$ cat src/rtl/core/ssi_encoder_reader_speed_macros.svh
// Assertion helpers shared by the encoder reader modules.
`ifndef SSI_ENCODER_READER_SPEED_MACROS_SVH
`define SSI_ENCODER_READER_SPEED_MACROS_SVH

// The consequent must hold in the same cycle as the antecedent.
`define SSI_ASSERT_NOW(label, clk, rst, ante, cons, msg) \
   label: assert property (@(posedge clk) disable iff (rst) (ante) |-> (cons)) \
      else $error(msg);

// The consequent must hold in the cycle after the antecedent.
`define SSI_ASSERT_NEXT(label, clk, rst, ante, cons, msg) \
   label: assert property (@(posedge clk) disable iff (rst) (ante) |=> (cons)) \
      else $error(msg);

`endif

$ cat src/rtl/core/ssi_pkg.sv
`timescale 1ns / 1ps

package ssi_pkg;

   // Field widths.
   localparam int POS_W     = 16;
   localparam int CPS_W     = 18;
   localparam int ELAPSED_W = 32;
   localparam int LIMIT_W   = 8;
   localparam int BITS_W    = 5;

   // Speed arithmetic.
   localparam int MS_PER_SEC = 1000;
   localparam int DIV_STEPS  = CPS_W;
   localparam int STEP_W     = $clog2(DIV_STEPS + 1);

   // Queue between the front and the back.
   localparam int QUEUE_DEPTH = 2;
   localparam int QPTR_W      = $clog2(QUEUE_DEPTH);
   localparam int QCNT_W      = $clog2(QUEUE_DEPTH + 1);

   // Configuration port.
   localparam int CSR_INDEX_W = 1;
   localparam int CSR_DATA_W  = LIMIT_W;

   localparam logic [BITS_W-1:0]  BIT_COUNT_RESET    = 5'd10;
   localparam logic [LIMIT_W-1:0] GLITCH_LIMIT_RESET = 8'd30;

   typedef enum logic [CSR_INDEX_W-1:0] {
      REG_BIT_COUNT    = 1'b0,
      REG_GLITCH_LIMIT = 1'b1
   } csr_reg_type;

   typedef enum logic [1:0] {
      PH_IDLE,
      PH_LOW,
      PH_HIGH,
      PH_DONE
   } phase_type;

   typedef enum logic [0:0] {
      BK_IDLE,
      BK_DIV
   } back_state_type;

   // One classified transaction, as handed from the front to the back.
   typedef struct packed {
      logic                 chip_select_n;
      logic                 serial_clock;
      logic                 done_res;
      logic                 glitch;
      logic [POS_W-1:0]     position;
      logic [POS_W-1:0]     delta;
      logic [ELAPSED_W-1:0] elapsed;
   } job_type;

   typedef struct packed {
      logic full;
      logic empty;
   } queue_status_type;

endpackage

$ cat src/rtl/core/ssi_queue.sv
`timescale 1ns / 1ps
`include "ssi_encoder_reader_speed_macros.svh"

module ssi_queue (
   input  logic                      clock,
   input  logic                      reset,
   input  logic                      push,
   input  ssi_pkg::job_type          push_data,
   input  logic                      pop,
   output ssi_pkg::job_type          pop_data,
   output ssi_pkg::queue_status_type status
);

   ssi_pkg::job_type                 entries_ff [ssi_pkg::QUEUE_DEPTH];
   logic [ssi_pkg::QPTR_W-1:0]       wr_ptr_ff;
   logic [ssi_pkg::QPTR_W-1:0]       rd_ptr_ff;
   logic [ssi_pkg::QCNT_W-1:0]       count_ff;
   logic [ssi_pkg::QPTR_W-1:0]       wr_ptr_in;
   logic [ssi_pkg::QPTR_W-1:0]       rd_ptr_in;
   logic [ssi_pkg::QCNT_W-1:0]       count_in;

   // Status and head of the queue.
   assign status.full  = (count_ff == ssi_pkg::QCNT_W'(ssi_pkg::QUEUE_DEPTH));
   assign status.empty = (count_ff == '0);
   assign pop_data     = entries_ff[rd_ptr_ff];

   // Pointer and fill count update.
   always_comb begin
      wr_ptr_in = push ? wr_ptr_ff + 1'b1 : wr_ptr_ff;
      rd_ptr_in = pop ? rd_ptr_ff + 1'b1 : rd_ptr_ff;
      count_in  = count_ff;
      if (push && !pop) begin
         count_in = count_ff + 1'b1;
      end else if (pop && !push) begin
         count_in = count_ff - 1'b1;
      end
   end

   always_ff @(posedge clock) begin
      if (reset) begin
         wr_ptr_ff <= '0;
         rd_ptr_ff <= '0;
         count_ff  <= '0;
      end else begin
         wr_ptr_ff <= wr_ptr_in;
         rd_ptr_ff <= rd_ptr_in;
         count_ff  <= count_in;
      end
   end

   // Entry storage needs no reset.
   always_ff @(posedge clock) begin
      if (push) begin
         entries_ff[wr_ptr_ff] <= push_data;
      end
   end

   `SSI_ASSERT_NOW(a_no_overflow, clock, reset, status.full, !push, "push into full queue")
   `SSI_ASSERT_NOW(a_no_underflow, clock, reset, status.empty, !pop, "pop from empty queue")
   `SSI_ASSERT_NOW(a_empty_ptrs, clock, reset, status.empty, wr_ptr_ff == rd_ptr_ff, "pointers apart while empty")

endmodule

$ cat src/rtl/core/ssi_front.sv
`timescale 1ns / 1ps

module ssi_front #(
   parameter int MAX_BITS = 16
) (
   input  logic                         clock,
   input  logic                         reset,
   input  logic [ssi_pkg::BITS_W-1:0]   bit_count,
   input  logic [ssi_pkg::LIMIT_W-1:0]  glitch_limit,
   input  logic                         accept,
   input  logic                         start_read,
   input  logic                         serial_data,
   input  logic                         ms_tick,
   output ssi_pkg::job_type             job
);

   localparam int IDX_W = $clog2(MAX_BITS + 1);

   ssi_pkg::phase_type                  phase_ff, phase_in;
   logic [IDX_W-1:0]                    bit_index_ff, bit_index_in;
   logic [ssi_pkg::POS_W-1:0]           shift_ff, shift_in;
   logic [ssi_pkg::POS_W-1:0]           prev_pos_ff, prev_pos_in;
   logic [ssi_pkg::ELAPSED_W-1:0]       elapsed_ff, elapsed_in;
   logic [ssi_pkg::ELAPSED_W-1:0]       elapsed_inc;
   logic [IDX_W-1:0]                    eff_bits;
   logic [IDX_W-1:0]                    index_inc;
   logic [ssi_pkg::POS_W-1:0]           mask;
   logic [ssi_pkg::POS_W-1:0]           pos;
   logic [ssi_pkg::POS_W-1:0]           dlt;
   logic                                glt;

   // Effective bit count: zero reads as one, large values clamp to MAX_BITS.
   always_comb begin
      if (bit_count == '0) begin
         eff_bits = IDX_W'(1);
      end else if (32'(bit_count) > 32'(MAX_BITS)) begin
         eff_bits = IDX_W'(MAX_BITS);
      end else begin
         eff_bits = IDX_W'(bit_count);
      end
      if (32'(eff_bits) >= 32'(ssi_pkg::POS_W)) begin
         mask = '1;
      end else begin
         mask = ssi_pkg::POS_W'((32'(1) << eff_bits) - 32'(1));
      end
   end

   // Millisecond counter saturates, and this tick's millisecond counts first.
   assign elapsed_inc = (ms_tick && (elapsed_ff != '1)) ? elapsed_ff + 1'b1 : elapsed_ff;
   assign index_inc   = bit_index_ff + 1'b1;

   // Reading results, meaningful on the done tick.
   assign pos = shift_ff & mask;
   assign dlt = (pos - (prev_pos_ff & mask)) & mask;
   assign glt = (dlt > ssi_pkg::POS_W'(glitch_limit));

   // Sequencer next state and transaction classification.
   always_comb begin
      phase_in          = phase_ff;
      bit_index_in      = bit_index_ff;
      shift_in          = shift_ff;
      prev_pos_in       = prev_pos_ff;
      elapsed_in        = elapsed_inc;
      job.chip_select_n = 1'b1;
      job.serial_clock  = 1'b1;
      job.done_res      = 1'b0;
      job.glitch        = 1'b0;
      job.position      = '0;
      job.delta         = '0;
      job.elapsed       = (elapsed_inc == '0) ? ssi_pkg::ELAPSED_W'(1) : elapsed_inc;
      unique case (phase_ff)
         ssi_pkg::PH_IDLE: begin
            if (start_read) begin
               job.chip_select_n = 1'b0;
               bit_index_in      = '0;
               shift_in          = '0;
               phase_in          = ssi_pkg::PH_LOW;
            end
         end
         ssi_pkg::PH_LOW: begin
            job.chip_select_n = 1'b0;
            job.serial_clock  = 1'b0;
            phase_in          = ssi_pkg::PH_HIGH;
         end
         ssi_pkg::PH_HIGH: begin
            job.chip_select_n = 1'b0;
            shift_in          = {shift_ff[ssi_pkg::POS_W-2:0], serial_data};
            bit_index_in      = index_inc;
            phase_in          = (index_inc >= eff_bits) ? ssi_pkg::PH_DONE : ssi_pkg::PH_LOW;
         end
         ssi_pkg::PH_DONE: begin
            job.done_res = 1'b1;
            job.glitch   = glt;
            job.position = pos;
            job.delta    = dlt;
            if (!glt) begin
               elapsed_in = '0;
            end
            prev_pos_in = pos;
            phase_in    = ssi_pkg::PH_IDLE;
         end
         default: begin
            phase_in = ssi_pkg::PH_IDLE;
         end
      endcase
   end

   // State advances once per accepted transaction.
   always_ff @(posedge clock) begin
      if (reset) begin
         phase_ff     <= ssi_pkg::PH_IDLE;
         bit_index_ff <= '0;
         shift_ff     <= '0;
         prev_pos_ff  <= '0;
         elapsed_ff   <= '0;
      end else if (accept) begin
         phase_ff     <= phase_in;
         bit_index_ff <= bit_index_in;
         shift_ff     <= shift_in;
         prev_pos_ff  <= prev_pos_in;
         elapsed_ff   <= elapsed_in;
      end
   end

endmodule

$ cat src/rtl/core/ssi_back.sv
`timescale 1ns / 1ps
`include "ssi_encoder_reader_speed_macros.svh"

module ssi_back (
   input  logic                         clock,
   input  logic                         reset,
   input  ssi_pkg::queue_status_type    status,
   input  ssi_pkg::job_type             pop_data,
   output logic                         pop,
   input  logic                         rsp_stall,
   output logic                         rsp_valid,
   output logic                         rsp_chip_select_n,
   output logic                         rsp_serial_clock,
   output logic                         rsp_done_res,
   output logic [ssi_pkg::POS_W-1:0]    rsp_position,
   output logic [ssi_pkg::POS_W-1:0]    rsp_delta,
   output logic                         rsp_glitch,
   output logic [ssi_pkg::CPS_W-1:0]    rsp_counts_per_sec
);

   ssi_pkg::back_state_type             state_ff, state_in;
   logic [ssi_pkg::STEP_W-1:0]          step_ff, step_in;
   logic [ssi_pkg::CPS_W-1:0]           quot_ff, quot_in;
   logic [ssi_pkg::ELAPSED_W-1:0]       rem_ff, rem_in;
   logic [ssi_pkg::ELAPSED_W-1:0]       divisor_ff, divisor_in;
   ssi_pkg::job_type                    job_ff, job_in;
   logic                                rsp_valid_ff, rsp_valid_in;
   ssi_pkg::job_type                    out_job_ff, out_job_in;
   logic [ssi_pkg::CPS_W-1:0]           out_cps_ff, out_cps_in;
   logic                                load_out;
   logic                                out_free;
   logic                                need_div;
   logic [ssi_pkg::ELAPSED_W:0]         trial;
   logic [ssi_pkg::ELAPSED_W:0]         diff;
   logic                                fits;
   logic [ssi_pkg::CPS_W-1:0]           dividend;

   assign out_free = !rsp_valid_ff || !rsp_stall;
   assign need_div = pop_data.done_res && !pop_data.glitch;

   // A good reading has a delta of at most eight bits, so the product fits.
   assign dividend = ssi_pkg::CPS_W'(32'(pop_data.delta[ssi_pkg::LIMIT_W-1:0])
                                     * 32'(ssi_pkg::MS_PER_SEC));

   // One restoring division step: shift in a dividend bit, subtract if it fits.
   assign trial = {rem_ff, quot_ff[ssi_pkg::CPS_W-1]};
   assign diff  = trial - {1'b0, divisor_ff};
   assign fits  = (trial >= {1'b0, divisor_ff});

   // Dispatch from the queue and divider sequencing.
   always_comb begin
      state_in   = state_ff;
      step_in    = step_ff;
      quot_in    = quot_ff;
      rem_in     = rem_ff;
      divisor_in = divisor_ff;
      job_in     = job_ff;
      pop        = 1'b0;
      load_out   = 1'b0;
      out_job_in = out_job_ff;
      out_cps_in = out_cps_ff;
      unique case (state_ff)
         ssi_pkg::BK_IDLE: begin
            if (!status.empty) begin
               if (need_div) begin
                  pop        = 1'b1;
                  job_in     = pop_data;
                  quot_in    = dividend;
                  rem_in     = '0;
                  divisor_in = pop_data.elapsed;
                  step_in    = ssi_pkg::STEP_W'(ssi_pkg::DIV_STEPS);
                  state_in   = ssi_pkg::BK_DIV;
               end else if (out_free) begin
                  pop        = 1'b1;
                  load_out   = 1'b1;
                  out_job_in = pop_data;
                  out_cps_in = '0;
               end
            end
         end
         ssi_pkg::BK_DIV: begin
            if (step_ff != '0) begin
               rem_in  = fits ? diff[ssi_pkg::ELAPSED_W-1:0] : trial[ssi_pkg::ELAPSED_W-1:0];
               quot_in = {quot_ff[ssi_pkg::CPS_W-2:0], fits};
               step_in = step_ff - 1'b1;
            end else if (out_free) begin
               load_out   = 1'b1;
               out_job_in = job_ff;
               out_cps_in = quot_ff;
               state_in   = ssi_pkg::BK_IDLE;
            end
         end
         default: begin
            state_in = ssi_pkg::BK_IDLE;
         end
      endcase
   end

   // Output register holds a result until the transaction completes.
   always_comb begin
      rsp_valid_in = rsp_valid_ff;
      if (load_out) begin
         rsp_valid_in = 1'b1;
      end else if (!rsp_stall) begin
         rsp_valid_in = 1'b0;
      end
   end

   always_ff @(posedge clock) begin
      if (reset) begin
         state_ff     <= ssi_pkg::BK_IDLE;
         step_ff      <= '0;
         rsp_valid_ff <= 1'b0;
      end else begin
         state_ff     <= state_in;
         step_ff      <= step_in;
         rsp_valid_ff <= rsp_valid_in;
      end
   end

   // Datapath registers need no reset.
   always_ff @(posedge clock) begin
      quot_ff    <= quot_in;
      rem_ff     <= rem_in;
      divisor_ff <= divisor_in;
      job_ff     <= job_in;
      out_job_ff <= out_job_in;
      out_cps_ff <= out_cps_in;
   end

   assign rsp_valid          = rsp_valid_ff;
   assign rsp_chip_select_n  = out_job_ff.chip_select_n;
   assign rsp_serial_clock   = out_job_ff.serial_clock;
   assign rsp_done_res       = out_job_ff.done_res;
   assign rsp_position       = out_job_ff.position;
   assign rsp_delta          = out_job_ff.delta;
   assign rsp_glitch         = out_job_ff.glitch;
   assign rsp_counts_per_sec = out_cps_ff;

   `SSI_ASSERT_NOW(a_no_pop_in_div, clock, reset, state_ff == ssi_pkg::BK_DIV, !pop, "queue popped during division")
   `SSI_ASSERT_NEXT(a_div_runs, clock, reset, (state_ff == ssi_pkg::BK_DIV) && (step_ff != '0), state_ff == ssi_pkg::BK_DIV, "division left early")
   `SSI_ASSERT_NOW(a_idle_step_zero, clock, reset, state_ff == ssi_pkg::BK_IDLE, step_ff == '0, "step count live while idle")

endmodule

$ cat src/rtl/core/ssi_encoder_reader_speed.sv
`timescale 1ns / 1ps

// Channel  | Ports                                      | Transaction
// ---------+--------------------------------------------+------------------------------
// request  | req_valid, req_stall, req_* fields         | one half-period tick in
// response | rsp_valid, rsp_stall, rsp_* fields         | one pin drive and result out
// csr      | csr_wr_en, csr_index, csr_wdata            | register write, no wait
//
// A tick is classified in the cycle it is accepted; its result passes through the queue
// to the output register. The done tick of a good, non-glitch reading first runs an
// 18-step restoring divider for the speed, and loads the output only when it is free.
// A two-entry queue sits between the sequencer and the divider; req_stall rises when full.
// A stalled response holds in the output register; reset clears state and loads defaults.

module ssi_encoder_reader_speed #(
   parameter int MAX_BITS = 16
) (
   input  logic                              clock,
   input  logic                              reset,
   input  logic                              req_valid,
   output logic                              req_stall,
   input  logic                              req_start_read,
   input  logic                              req_serial_data,
   input  logic                              req_ms_tick,
   output logic                              rsp_valid,
   input  logic                              rsp_stall,
   output logic                              rsp_chip_select_n,
   output logic                              rsp_serial_clock,
   output logic                              rsp_done_res,
   output logic [ssi_pkg::POS_W-1:0]         rsp_position,
   output logic [ssi_pkg::POS_W-1:0]         rsp_delta,
   output logic                              rsp_glitch,
   output logic [ssi_pkg::CPS_W-1:0]         rsp_counts_per_sec,
   input  logic                              csr_wr_en,
   input  logic [ssi_pkg::CSR_INDEX_W-1:0]   csr_index,
   input  logic [ssi_pkg::CSR_DATA_W-1:0]    csr_wdata
);

   logic [ssi_pkg::BITS_W-1:0]   bit_count_ff, bit_count_in;
   logic [ssi_pkg::LIMIT_W-1:0]  glitch_limit_ff, glitch_limit_in;
   logic                         accept;
   logic                         pop;
   ssi_pkg::job_type             push_job;
   ssi_pkg::job_type             pop_job;
   ssi_pkg::queue_status_type    status;

   // Configuration register writes.
   always_comb begin
      bit_count_in    = bit_count_ff;
      glitch_limit_in = glitch_limit_ff;
      if (csr_wr_en) begin
         unique case (ssi_pkg::csr_reg_type'(csr_index))
            ssi_pkg::REG_BIT_COUNT:    bit_count_in    = csr_wdata[ssi_pkg::BITS_W-1:0];
            ssi_pkg::REG_GLITCH_LIMIT: glitch_limit_in = csr_wdata;
            default: begin
               bit_count_in = bit_count_ff;
            end
         endcase
      end
   end

   always_ff @(posedge clock) begin
      if (reset) begin
         bit_count_ff    <= ssi_pkg::BIT_COUNT_RESET;
         glitch_limit_ff <= ssi_pkg::GLITCH_LIMIT_RESET;
      end else begin
         bit_count_ff    <= bit_count_in;
         glitch_limit_ff <= glitch_limit_in;
      end
   end

   // Request handshake.
   assign req_stall = status.full;
   assign accept    = req_valid && !status.full;

   ssi_front #(
      .MAX_BITS (MAX_BITS)
   ) u_front (
      .clock        (clock),
      .reset        (reset),
      .bit_count    (bit_count_ff),
      .glitch_limit (glitch_limit_ff),
      .accept       (accept),
      .start_read   (req_start_read),
      .serial_data  (req_serial_data),
      .ms_tick      (req_ms_tick),
      .job          (push_job)
   );

   ssi_queue u_queue (
      .clock     (clock),
      .reset     (reset),
      .push      (accept),
      .push_data (push_job),
      .pop       (pop),
      .pop_data  (pop_job),
      .status    (status)
   );

   ssi_back u_back (
      .clock              (clock),
      .reset              (reset),
      .status             (status),
      .pop_data           (pop_job),
      .pop                (pop),
      .rsp_stall          (rsp_stall),
      .rsp_valid          (rsp_valid),
      .rsp_chip_select_n  (rsp_chip_select_n),
      .rsp_serial_clock   (rsp_serial_clock),
      .rsp_done_res       (rsp_done_res),
      .rsp_position       (rsp_position),
      .rsp_delta          (rsp_delta),
      .rsp_glitch         (rsp_glitch),
      .rsp_counts_per_sec (rsp_counts_per_sec)
   );

endmodule
$ cat config.mk
export PLATFORM = sky130hd
export DESIGN_NAME = ssi_encoder_reader_speed
export DESIGN_NICKNAME = d
export VERILOG_FILES = /design/src/rtl/core/ssi_pkg.sv /design/src/rtl/core/ssi_queue.sv /design/src/rtl/core/ssi_front.sv /design/src/rtl/core/ssi_back.sv /design/src/rtl/core/ssi_encoder_reader_speed.sv
export VERILOG_INCLUDE_DIRS = /design/src /design/src/rtl/core
export SDC_FILE = /design/constraint.sdc
export NUM_CORES = 1
export LEC_CHECK = 0
export BUFFER_PORTS_ARGS = -buffer_cell sky130_fd_sc_hd__buf_2
export CORE_AREA = 2 2 186 188
export DETAILED_ROUTE_END_ITERATION = 10
export DIE_AREA = 0 0 188 190
export PLACE_DENSITY = 0.77
export SLEW_MARGIN = 20
export SYNTH_ARGS = -nofsm -noshare
export SYNTH_HDL_FRONTEND = slang
export SYNTH_HIERARCHICAL = 1
export SYNTH_SLANG_ARGS = --single-unit
export TNS_END_PERCENT = 10
$ cat constraint.sdc
create_clock -name clock -period 7.65 [get_ports clock]
set_input_delay 0.3825 -clock clock [delete_from_list [all_inputs] [get_ports clock]]
set_output_delay 0.3825 -clock clock [all_outputs]
set_load 0.01 [all_outputs]
* Yosys cells after proc, flatten, opt, wreduce, memory -nomap -nowiden
Memories as Yosys holds them, arrays and structs flattened. A register that Yosys moved wholly into a read port is not among the register bits.
Index checks and enable logic that the tools add are counted.
** Cells by class
- Add/sub/neg operators :: 10
- Multipliers :: 1
- Magnitude comparators :: 5
- Equality and inequality tests :: 14
- Shift-type cells :: 1
- Mux-type cells :: 64
- Bitwise logic cells :: 6
- Reduce and logical (&&, ||, !) cells :: 28
** Operator list (number)
- $mux 68 :: 5
- $mux 32 :: 8
- $mux 18 :: 8
- $pmux 68 s2 :: 1
- $pmux 18 s2 :: 2
- $pmux 32 s2 :: 1
- $and 16x16->16 :: 3
- $mux 34 :: 1
- $ge 33x32->1 :: 1
- $add 32x1->32 const B :: 1
- $logic_not 32->1 :: 1
- $mux 16 :: 2
- $ne 32x32->1 const B :: 1
- $pmux 16 s2 :: 1
- $sub 32x32->32 :: 1
- $mux 5 :: 6
- $pmux 5 s2 :: 2
- $mux 1 :: 19
- $gt 16x8->1 :: 1
- $shl 1x5->16 const A :: 1
- $sub 16x16->16 :: 1
- $sub 16x2->16 const B :: 1
- $mul 8x7->15 const B :: 1
- $ne 2x2->1 const B :: 6
- other kinds (26) :: 54
** Storage, ports and cells
- Bits in registers :: 267
- Bits in writable memories :: 136
- Input bits :: 17
- Output and inout bits :: 56
- Word-level logic and storage cells :: 159
- Memories :: 1
** Memory list
- u_queue.entries_ff :: depth 2, bits a word 68, rd ports 1, clocked after Yosys merged registers in 1, wr ports 1, line ssi_queue.sv:14 : ssi_pkg::job_type entries_ff [ssi_pkg::QUEUE_DEPTH];

* Depth between registers and ports, before layout
Gate-level depths: netlist of run 1.
- Depth after elaboration :: 12
- Mapped depth :: 29
- Depth with buffers taken out :: 25

* Modules after synthesis
The synthesis of run 1 kept the hierarchy.
** By module, submodules not included
- ssi_back :: times used 1, cells each 837, area each 9938.3 µm², sequential area each 5305.1 µm²
- ssi_front :: times used 1, cells each 717, area each 5371.4 µm², sequential area each 1421.4 µm²
- ssi_queue :: times used 1, cells each 234, area each 5202.5 µm², sequential area each 4184.0 µm²
- ssi_encoder_reader_speed :: times used 1, cells each 56, area each 571.8 µm², sequential area each 260.2 µm²

* Worst setup path after synthesis of run 1
OpenSTA, ideal clock, no wires.
- Path type :: register -> register
- Start :: register bit_count_ff[4] (netlist name)
- End :: register u_front/elapsed_ff[19] (netlist name)
- Setup time :: 122 ps
- Arrival time :: 5177 ps
- Required time :: 7528 ps
- Slack :: 2351 ps
- Cell stages (with the launch flop) :: 30
- Path buffers :: 4
- Clock period less this slack :: 5299 ps
- Cell sequence :: dfxtp_1 inv_1 buf_1 nand2_1 ha_1 clkbuf_1 buf_2 nor3_1 mux2i_1 o211ai_1 and2_1 ha_1 nand2_1 a211o_1 nand2_1 a21oi_1 nor2b_1 or3_1 nor3b_1 ha_1 nand3_1 a21oi_1 a211oi_1 o22ai_1 a211o_1 nor4_4 a21oi_2 and2_1 buf_2 a221o_1
** On the way
- Cells in the longest elaborated chain, start to end :: 12
- Elaborated cells on any way between the ends :: 15
- Classes of those cells :: add/sub (2); order compare (3); shift (1); mux (5); bitwise (3); reduce/logical (1)
** Ends and longest elaborated chain
- start: declaration :: line ssi_encoder_reader_speed.sv:39 : logic [ssi_pkg::BITS_W-1:0] bit_count_ff, bit_count_in;
- start signal: assignment :: line ssi_encoder_reader_speed.sv:64 : bit_count_ff <= ssi_pkg::BIT_COUNT_RESET;
- start signal: assignment :: line ssi_encoder_reader_speed.sv:67 : bit_count_ff <= bit_count_in;
- $gt 5x5->1 :: line ssi_front.sv:36 : end else if (32'(bit_count) > 32'(MAX_BITS)) begin
- $mux 5 :: line ssi_front.sv:36
- $mux 5 * :: line ssi_front.sv:34 : if (bit_count == '0) begin
- $shl 1x5->16 :: line ssi_front.sv:44 : mask = ssi_pkg::POS_W'((32'(1) << eff_bits) - 32'(1));
- $sub 16x2->16 :: line ssi_front.sv:44
- $mux 16 * :: line ssi_front.sv:41 : if (32'(eff_bits) >= 32'(ssi_pkg::POS_W)) begin
- $and 16x16->16 * :: line ssi_front.sv:53 : assign pos = shift_ff & mask;
- named net u_front.pos (one bit) :: line ssi_front.sv:28 : logic [ssi_pkg::POS_W-1:0] pos;
- $sub 16x16->16 * :: line ssi_front.sv:54 : assign dlt = (pos - (prev_pos_ff & mask)) & mask;
- $and 16x16->16 * :: line ssi_front.sv:54
- $gt 16x8->1 * :: line ssi_front.sv:55 : assign glt = (dlt > ssi_pkg::POS_W'(glitch_limit));
- $mux 32 * :: line ssi_front.sv:96 : if (!glt) begin
- $mux 32 * :: line ssi_front.sv:71 : unique case (phase_ff)
- end signal: assignment :: line ssi_front.sv:121 : elapsed_ff <= elapsed_in;
- end: declaration :: line ssi_front.sv:23 : logic [ssi_pkg::ELAPSED_W-1:0] elapsed_ff, elapsed_in;
The timed path passes the listed nets; every way through them passes the cells marked *.
A chain may end at the register's enable or synchronous reset.

* Worst setup path after layout of run 1
Ends and elaborated chain as after synthesis.

==> results of run 1 <==
## registers in the layout, indices dropped and copies added (netlist names), 8 cells and up, named ones only
register	flops
glitch_limit_ff	8
u_back/rsp_position	16
u_back/rsp_delta	16
u_front/shift_ff	16
u_queue/entries_ff	136
u_front/elapsed_ff	32
u_front/prev_pos_ff	16
u_back/job_ff	68
u_back/quot_ff	18
u_back/rem_ff	32
u_back/rsp_counts_per_sec	18
## worst min path at each step
stage                                 startpoint                endpoint  slack [ns]  depth (start not counted)
after floorplan           u_front/prev_pos_ff[0]  u_front/prev_pos_ff[0]        0.44                          2
after detailed placement  u_front/prev_pos_ff[0]  u_front/prev_pos_ff[0]        0.45                          2
final                               csr_wdata[7]      glitch_limit_ff[7]        0.09                          3
after global routing                csr_wdata[5]      glitch_limit_ff[5]        0.08                          3
after global placement    u_front/prev_pos_ff[0]  u_front/prev_pos_ff[0]        0.45                          2
after CTS                           csr_wdata[7]      glitch_limit_ff[7]        0.06                          3
## power by group through the flow
stage | clock network (mW) | logic [mW] | registers [mW]
after floorplan | 0 | 2.93 | 3.27
after global placement | 0 | 3.71 | 3.21
after detailed placement | 0 | 3.81 | 3.23
after CTS | 2.05 | 3.86 | 3.19
after global routing | 2.13 | 4.28 | 3.22
final | 2.00 | 3.83 | 3.19
## per-layer routing
layer | global-route usage (%) | share of wire (%) | wire length (um)
met1 | 34.55 | 46 | 20280
met2 | 40.12 | 46 | 20400
met3 | 4.132 | 5.3 | 2327
met4 | 7.783 | 2.4 | 1052
met5 | 0 | 0 | 0
## metrics by stage
step | power [mW] | worst slack (ns)
4_1_cts | 9.099 | 1.269
5_1_grt | 9.629 | 0.7686
6_report | 9.020 | 1.261
3_5_place_dp | 7.043 | 1.315
3_3_place_gp | 6.926 | 1.576
2_1_floorplan | 6.193 | 2.351
## area by class of cell
| type | instances | area [um2] |
|---|---|---|
| clock buffer | 54 | 1120 |
| clock inverter | 22 | 240.2 |
| fill | 2472 | 10910 |
| inverter | 116 | 435.4 |
| multi-input combinational | 1240 | 9049 |
| sequential | 404 | 11180 |
| tap | 455 | 569.3 |
| timing repair buffer | 84 | 450.4 |
## cells in the final DEF (no fill, tap or decap), types with 21 or more instances in the layout
master	synthesis	layout
nand2_1	144	143
nand2b_1	23	23
edfxtp_1	308	308
nor3_1	29	29
buf_2	19	72
xor2_1	24	24
clkbuf_16	0	42
fa_1	23	23
and3_1	29	29
mux2_2	77	77
a22oi_1	21	21
dfxtp_1	96	94
and2_1	36	35
nor2_1	143	143
inv_1	114	113
nand3_1	51	51
xnor2_1	60	60
a21oi_1	104	103
ha_1	104	104
o21ai_0	49	48
a21o_1	32	32
## kinds of logic after synthesis
group	after synthesis
simple gates	549
flops	404
mux	116
fa+ha+maj	127
xor+xnor	84
buf+inv	200
compound gates	363
other cells	1
## worst reg2reg max path, stage by stage (launching register included)
cell and delay, ns:
dfxtp_1 0.57, inv_1 0.34, nand2_1 0.15, ha_1 0.46, nor3_1 0.12, mux2i_1 0.17, o211ai_1 0.17, and2_1 0.24
ha_1 0.35, nand2_1 0.09, a211o_1 0.28, nand2_1 0.11, a21oi_1 0.07, nor2b_1 0.10, or3_1 0.10, nor3b_1 0.28
ha_1 0.31, nand3_1 0.12, a21oi_1 0.05, a211oi_1 0.25, o22ai_1 0.16, a211o_1 0.28, nor4_4 0.42, a21oi_2 0.17
and2_1 0.49, a221o_1 0.42
==> impl_metrics.toml, run 1 <==
[route]
drc_errors = 0
vias = 14000
dr.pass1.iters = 5
routedWlPerCell_um = 18.55
routed_wl_mm = 44.06
drt-initial-drc-count = 1010
vias_per_cell = 5.894
detail-route-antenna-nets = 0

[logic_synthesis]
synth_top_cell_area_share_pct = 43.87
yosys.area_share.simple_pct = 13.06
synth_top_area_cell = "edfxtp_1"
synth.avg_cell_area_um2 = 11.43
synth_most_common_cell = "edfxtp_1"
mappedNetlistNets = 1988
synth-edff-count = 308
synthTopCellsByArea = "edfxtp_1 44%, dfxtp_1 9.1%, ha_1 6.2%"
synth_area_um2 = 21080
synthMuxAreaShare_pct = 6.439
yosysSeqAreaShare_pct = 52.98
netlist_top_cells_count = "308 x edfxtp_1, 144 x nand2_1, 143 x nor2_1"
yosysUniqueCellTypes = 93
synth-seq-cells = 404
synth-xor-area-share_pct = 3.489
yosysWarnings = 6
syn_inst = 1844
synth_top_family_by_area = "simple AND/OR/NAND/NOR gates"
synthAdderAreaFrac_pct = 8.356
async_flop_share_pct = 0
synthFlopType = "edfxtp_1"
synth_compound_area_share_pct = 11.45

[final_layout]
layoutNonFillerInstCount = 2375
drive_gt1_share_pct = 15.42
antenna_cells = 0
area_growth_pct = 9.275
fin_area_um2 = 23040
post-route-util_pct = 67.87
nNetsFinal = 2031

[setup_path]
slowest_stage = "dfxtp_1"
rr_startpoint = "bit_count_ff[4]"
cp-endpoint = "u_front/elapsed_ff[19]"
crit_buf_inv = 1
r2r_end = "u_front/elapsed_ff[19]"
crit_path_max_incr_delay_ns = 0.57
path_delay_family = "simple AND/OR/NAND/NOR gates"
cp.required_ns = 8.07
rrSetupSlack_ns = 1.26
crit_cells = 25
cp_max_fo = 20
r2r_cells = 25
arrival_ns = 6.81
worst-setup-path-type = "reg2reg"
critical_path.startpoint = "bit_count_ff[4]"
critPathCaptureType = "flip-flop"
cp-start-kind = "flip-flop"

[power]
p_int_mw = 5.914
clock_power_share_pct = 22.2
powerDensity_nw_per_um2 = 391.5
p_sw_share_pct = 34.43
ir_drop_mv = 0.4058
p_comb_share_pct = 42.5
leakagePower_nw = 9.185
switchingPower_mw = 3.105
seqPwrFrac_pct = 35.3

[clock_network]
ctsLongestPathBuffers = 3
cts_resized = 0
cts_setup_buffers = 0
clkLatencyLatePin_ns = 0.55
htree_levels = 2
clock-sinks = 404
root_buffer = "clkbuf_16"
numCtsBuffers = 41
cts.reportedPaths.clkPinSlew_ns = 0.06
cts_tree = "done"
cts_hold_buf = 0

[run]
drv_cap = 0

[sta]
finalHoldViolCount = 0
finalMaxSlewViolations = 0
fin_setup_tns_ns = 0
skew_ns = 0.01816
worst_pin_slew_ns = 1.055
rsz0062_at_grt = "no"
setup_viol = 0
fin_crit_sh_pct = 83.51
period_needed_ns = 6.389
holdWs_ns = 0.08692
fmaxAchievable_mhz = 156.5
timing.slew.headroom_pct = 28.78

[grt]
grt-ovfl-total = 0
grt_pass1_wl_mm = 70.94
antenna_found_initial = 1
grt_max_degree = 81
grt_usage_pct = 24.82
grt_pass1_vias = 13620

[min_path]
hold_path_class = "in2reg"

[floorplan]
fp.dieW_um = 188
io_pins = 73
fp.coreArea_um2 = 33950
start_util_pct = 62.11
die_area_um2 = 35720
die_y_um = 190
rows = 68

[run_status]
status = "finished clean"

[place]
place_hpwl_mm = 29.98
gp_congestion = 0.8920
dpl.cell_count = 2299
place_area_um2 = 21680
port_buffers = 72
Note: power is estimated with default switching activity, not from simulation.
==> run 2: changes to the inputs <==
Settings changed: ABC_AREA from default to 1, CORE_AREA 2 2 186 188 to 2 2 194 196, DIE_AREA 0 0 188 190 to 0 0 196 198.
Clock period 7.65 ns to 6.2 ns, I/O delays scaled along.
==> run 2 against run 1 <==
Compared with the run above: maximum frequency increased by 18%; cell count rose by 36%; count of clock-buffer cells in the layout is 1 higher; worst setup slack got worse by 0.48 ns; non-clock buffer count is 12 higher; global-route usage is 2.8 points higher.
==> impl_metrics.toml, run 2 <==
[sta]
worst_pin_slew_ns = 1.006
setup_viol = 0
timing.slew.headroom_pct = 32.31
rsz0062_at_grt = "no"
skew_ns = 0.01576
finalHoldViolCount = 0
fin_crit_sh_pct = 87.38
period_needed_ns = 5.418
finalMaxSlewViolations = 0
fmaxAchievable_mhz = 184.6
fin_setup_tns_ns = 0

[setup_path]
slowest_stage = "nand4_4"
arrival_ns = 5.84
critical_path.startpoint = "bit_count_ff[2]"
cp_max_fo = 32
rrSetupSlack_ns = 0.78
cp.required_ns = 6.62
cp-endpoint = "u_front/elapsed_ff[28]"
worst-setup-path-type = "reg2reg"
r2r_cells = 34
r2r_end = "u_front/elapsed_ff[28]"
crit_path_max_incr_delay_ns = 0.43
cp-start-kind = "flip-flop"
critPathCaptureType = "flip-flop"
rr_startpoint = "bit_count_ff[2]"
cp_common_cell = "nand2_1"

[clock_network]
htree_levels = 2
cts.reportedPaths.clkPinSlew_ns = 0.07
cts_setup_buffers = 0
clkLatencyLatePin_ns = 0.57
numCtsBuffers = 42
clock-sinks = 404
cts_tree = "done"
ctsLongestPathBuffers = 3
cts_hold_buf = 8
root_buffer = "clkbuf_16"
cts_resized = 0

[power]
p_total_mw = 12.34
powerDensity_nw_per_um2 = 490.8
leakagePower_nw = 11.31
ir_drop_mv = 0.4715

[floorplan]
io_pins = 73
fp.dieW_um = 196
die_y_um = 198
start_util_pct = 62.17
rows = 71
die_area_um2 = 38810
fp.coreArea_um2 = 36960

[final_layout]
drive_gt1_share_pct = 10.55
final_common_cell = "nand2_1"
top_register = "u_queue/entries_ff"
area_growth_pct = 9.459
post-route-util_pct = 68.05
antenna_cells = 0
reg_top3 = "u_queue/entries_ff: 136 flops, u_back/job_ff: 68 flops"
final_cell_mix = "773 x nand2_1, 393 x inv_1, 308 x edfxtp_1, 256 x nor2_1, 130 x a21oi_1"
nNetsFinal = 2869
largest_register_ffs = 136

[min_path]
hold_path_class = "in2reg"

[logic_synthesis]
yosysSeqAreaShare_pct = 48.62
synth_top_cell_area_share_pct = 40.25
netlist_top_cells_count = "773 x nand2_1, 395 x inv_1, 308 x edfxtp_1"
async_flop_share_pct = 0
synth-edff-count = 308
synth_area_um2 = 22980
synthTopCellsByArea = "edfxtp_1 40%, nand2_1 13%, dfxtp_1 8.4%"
syn_inst = 2657
synthFlopType = "edfxtp_1"
synth_top_area_cell = "edfxtp_1"
mappedNetlistNets = 2801
synth_most_common_cell = "nand2_1"
yosysWarnings = 6
synth-seq-cells = 404
synth.avg_cell_area_um2 = 8.647
yosysUniqueCellTypes = 56

[grt]
antenna_found_initial = 0
grt_pass1_wl_mm = 84.60
grt-ovfl-total = 0
grt_pass1_vias = 16470
grt_max_degree = 103
grt_usage_pct = 27.64

[route]
routed_wl_mm = 52.90
vias_per_cell = 5.361
detail-route-antenna-nets = 0
drt-initial-drc-count = 1225
vias = 17330
drc_errors = 0
routedWlPerCell_um = 16.37
dr.pass1.iters = 6

[place]
port_buffers = 72
place_hpwl_mm = 38.32
gp_congestion = 0.9251

[run]
drv_cap = 0

[run_status]
status = "finished clean"
run 2: cell count changes after synthesis, moves of 21 or more:
cell      previous run  this run
a21o_1              32         2
a21oi_1            104       130
a22oi_1             21         0
and3_1              29         0
inv_1              114       395
mux2_2              77        48
nand2_1            144       773
nand2b_1            23         0
nand3_1             51        93
nand3b_1             4        26
nor2_1             143       259
xnor2_1             60        15
xor2_1              24        50
run 2: per-layer routing:
| metal | wire [um] | GRT usage (%) | up-vias |
|---|---|---|---|
| li1 | - | - | 8681 |
| met1 | 24630 | 38.98 | 8087 |
| met2 | 24270 | 44.95 | 484 |
| met3 | 2868 | 3.883 | 75 |
| met4 | 1131 | 7.856 | 0 |
| met5 | 0 | 0 | - |
run 2: worst min-delay path by stage:
stage                                      start                     end  slack, ns  depth (start not counted)
after global placement    u_front/prev_pos_ff[3]  u_front/prev_pos_ff[3]       0.45                          2
final                               csr_wdata[7]      glitch_limit_ff[7]       0.03                          3
after floorplan                            reset         u_back/state_ff       0.38                          1
after CTS                           csr_wdata[7]      glitch_limit_ff[7]     0.0005                          3
after detailed placement      glitch_limit_ff[2]      glitch_limit_ff[2]       0.46                          2
after global routing                csr_wdata[7]      glitch_limit_ff[7]       0.08                          3
run 2: final cells by class:
cell class / instances / area [um2]
Inverter: 405 / 1528
Clock inverter: 22 / 245.2
Multi-Input combinational cell: 1776 / 9881
Timing Repair Buffer: 96 / 573.1
Clock buffer: 55 / 1151
Fill cell: 2934 / 11810
Tap cell: 474 / 593.1
Sequential cell: 404 / 11180
run 2: per-stage QoR:
| stage | hold WS, ns | area [um2] | worst slack [ns] | cells |
|---|---|---|---|---|
| after floorplan | 0.3791 | 22980 | 0.1320 | 2657 |
| after global placement | 0.4536 | 23650 | 1.072 | 3146 |
| after detailed placement | 0.4574 | 23650 | 0.8868 | 3146 |
| after CTS | 0.0005123 | 25130 | 0.8579 | 3231 |
| after global routing | 0.07909 | 25150 | 0.3455 | 3232 |
| final | 0.03332 | 25150 | 0.7824 | 3232 |
run 2: cells by family after synthesis:
logic type	after synthesis	synth area share, %
compound gates	229	5.364
xor+xnor	65	2.478
fa+ha+maj	127	7.668
buf+inv	477	8.474
flops	404	48.62
mux	68	3.660
other cells	1	0.01632
simple gates	1286	23.72
run 2: where the power goes:
part           switching (mW)  internal (mW)  leakage, nW  total [mW]
Sequential              0.232           3.85         3.70        4.08
Clock                    1.04           1.49        0.683        2.53
Combinational            3.67           2.06         6.92        5.74
Total                    4.95           7.40         11.3        12.3
run 2: critical path, delay by kind of cell, from the launching register on:
kind	cells	cell delay, ns
flops	1	0.38
fa+ha+maj	3	0.98
simple gates	23	3.02
xor+xnor	1	0.19
buf+inv	5	0.40
compound gates	2	0.28
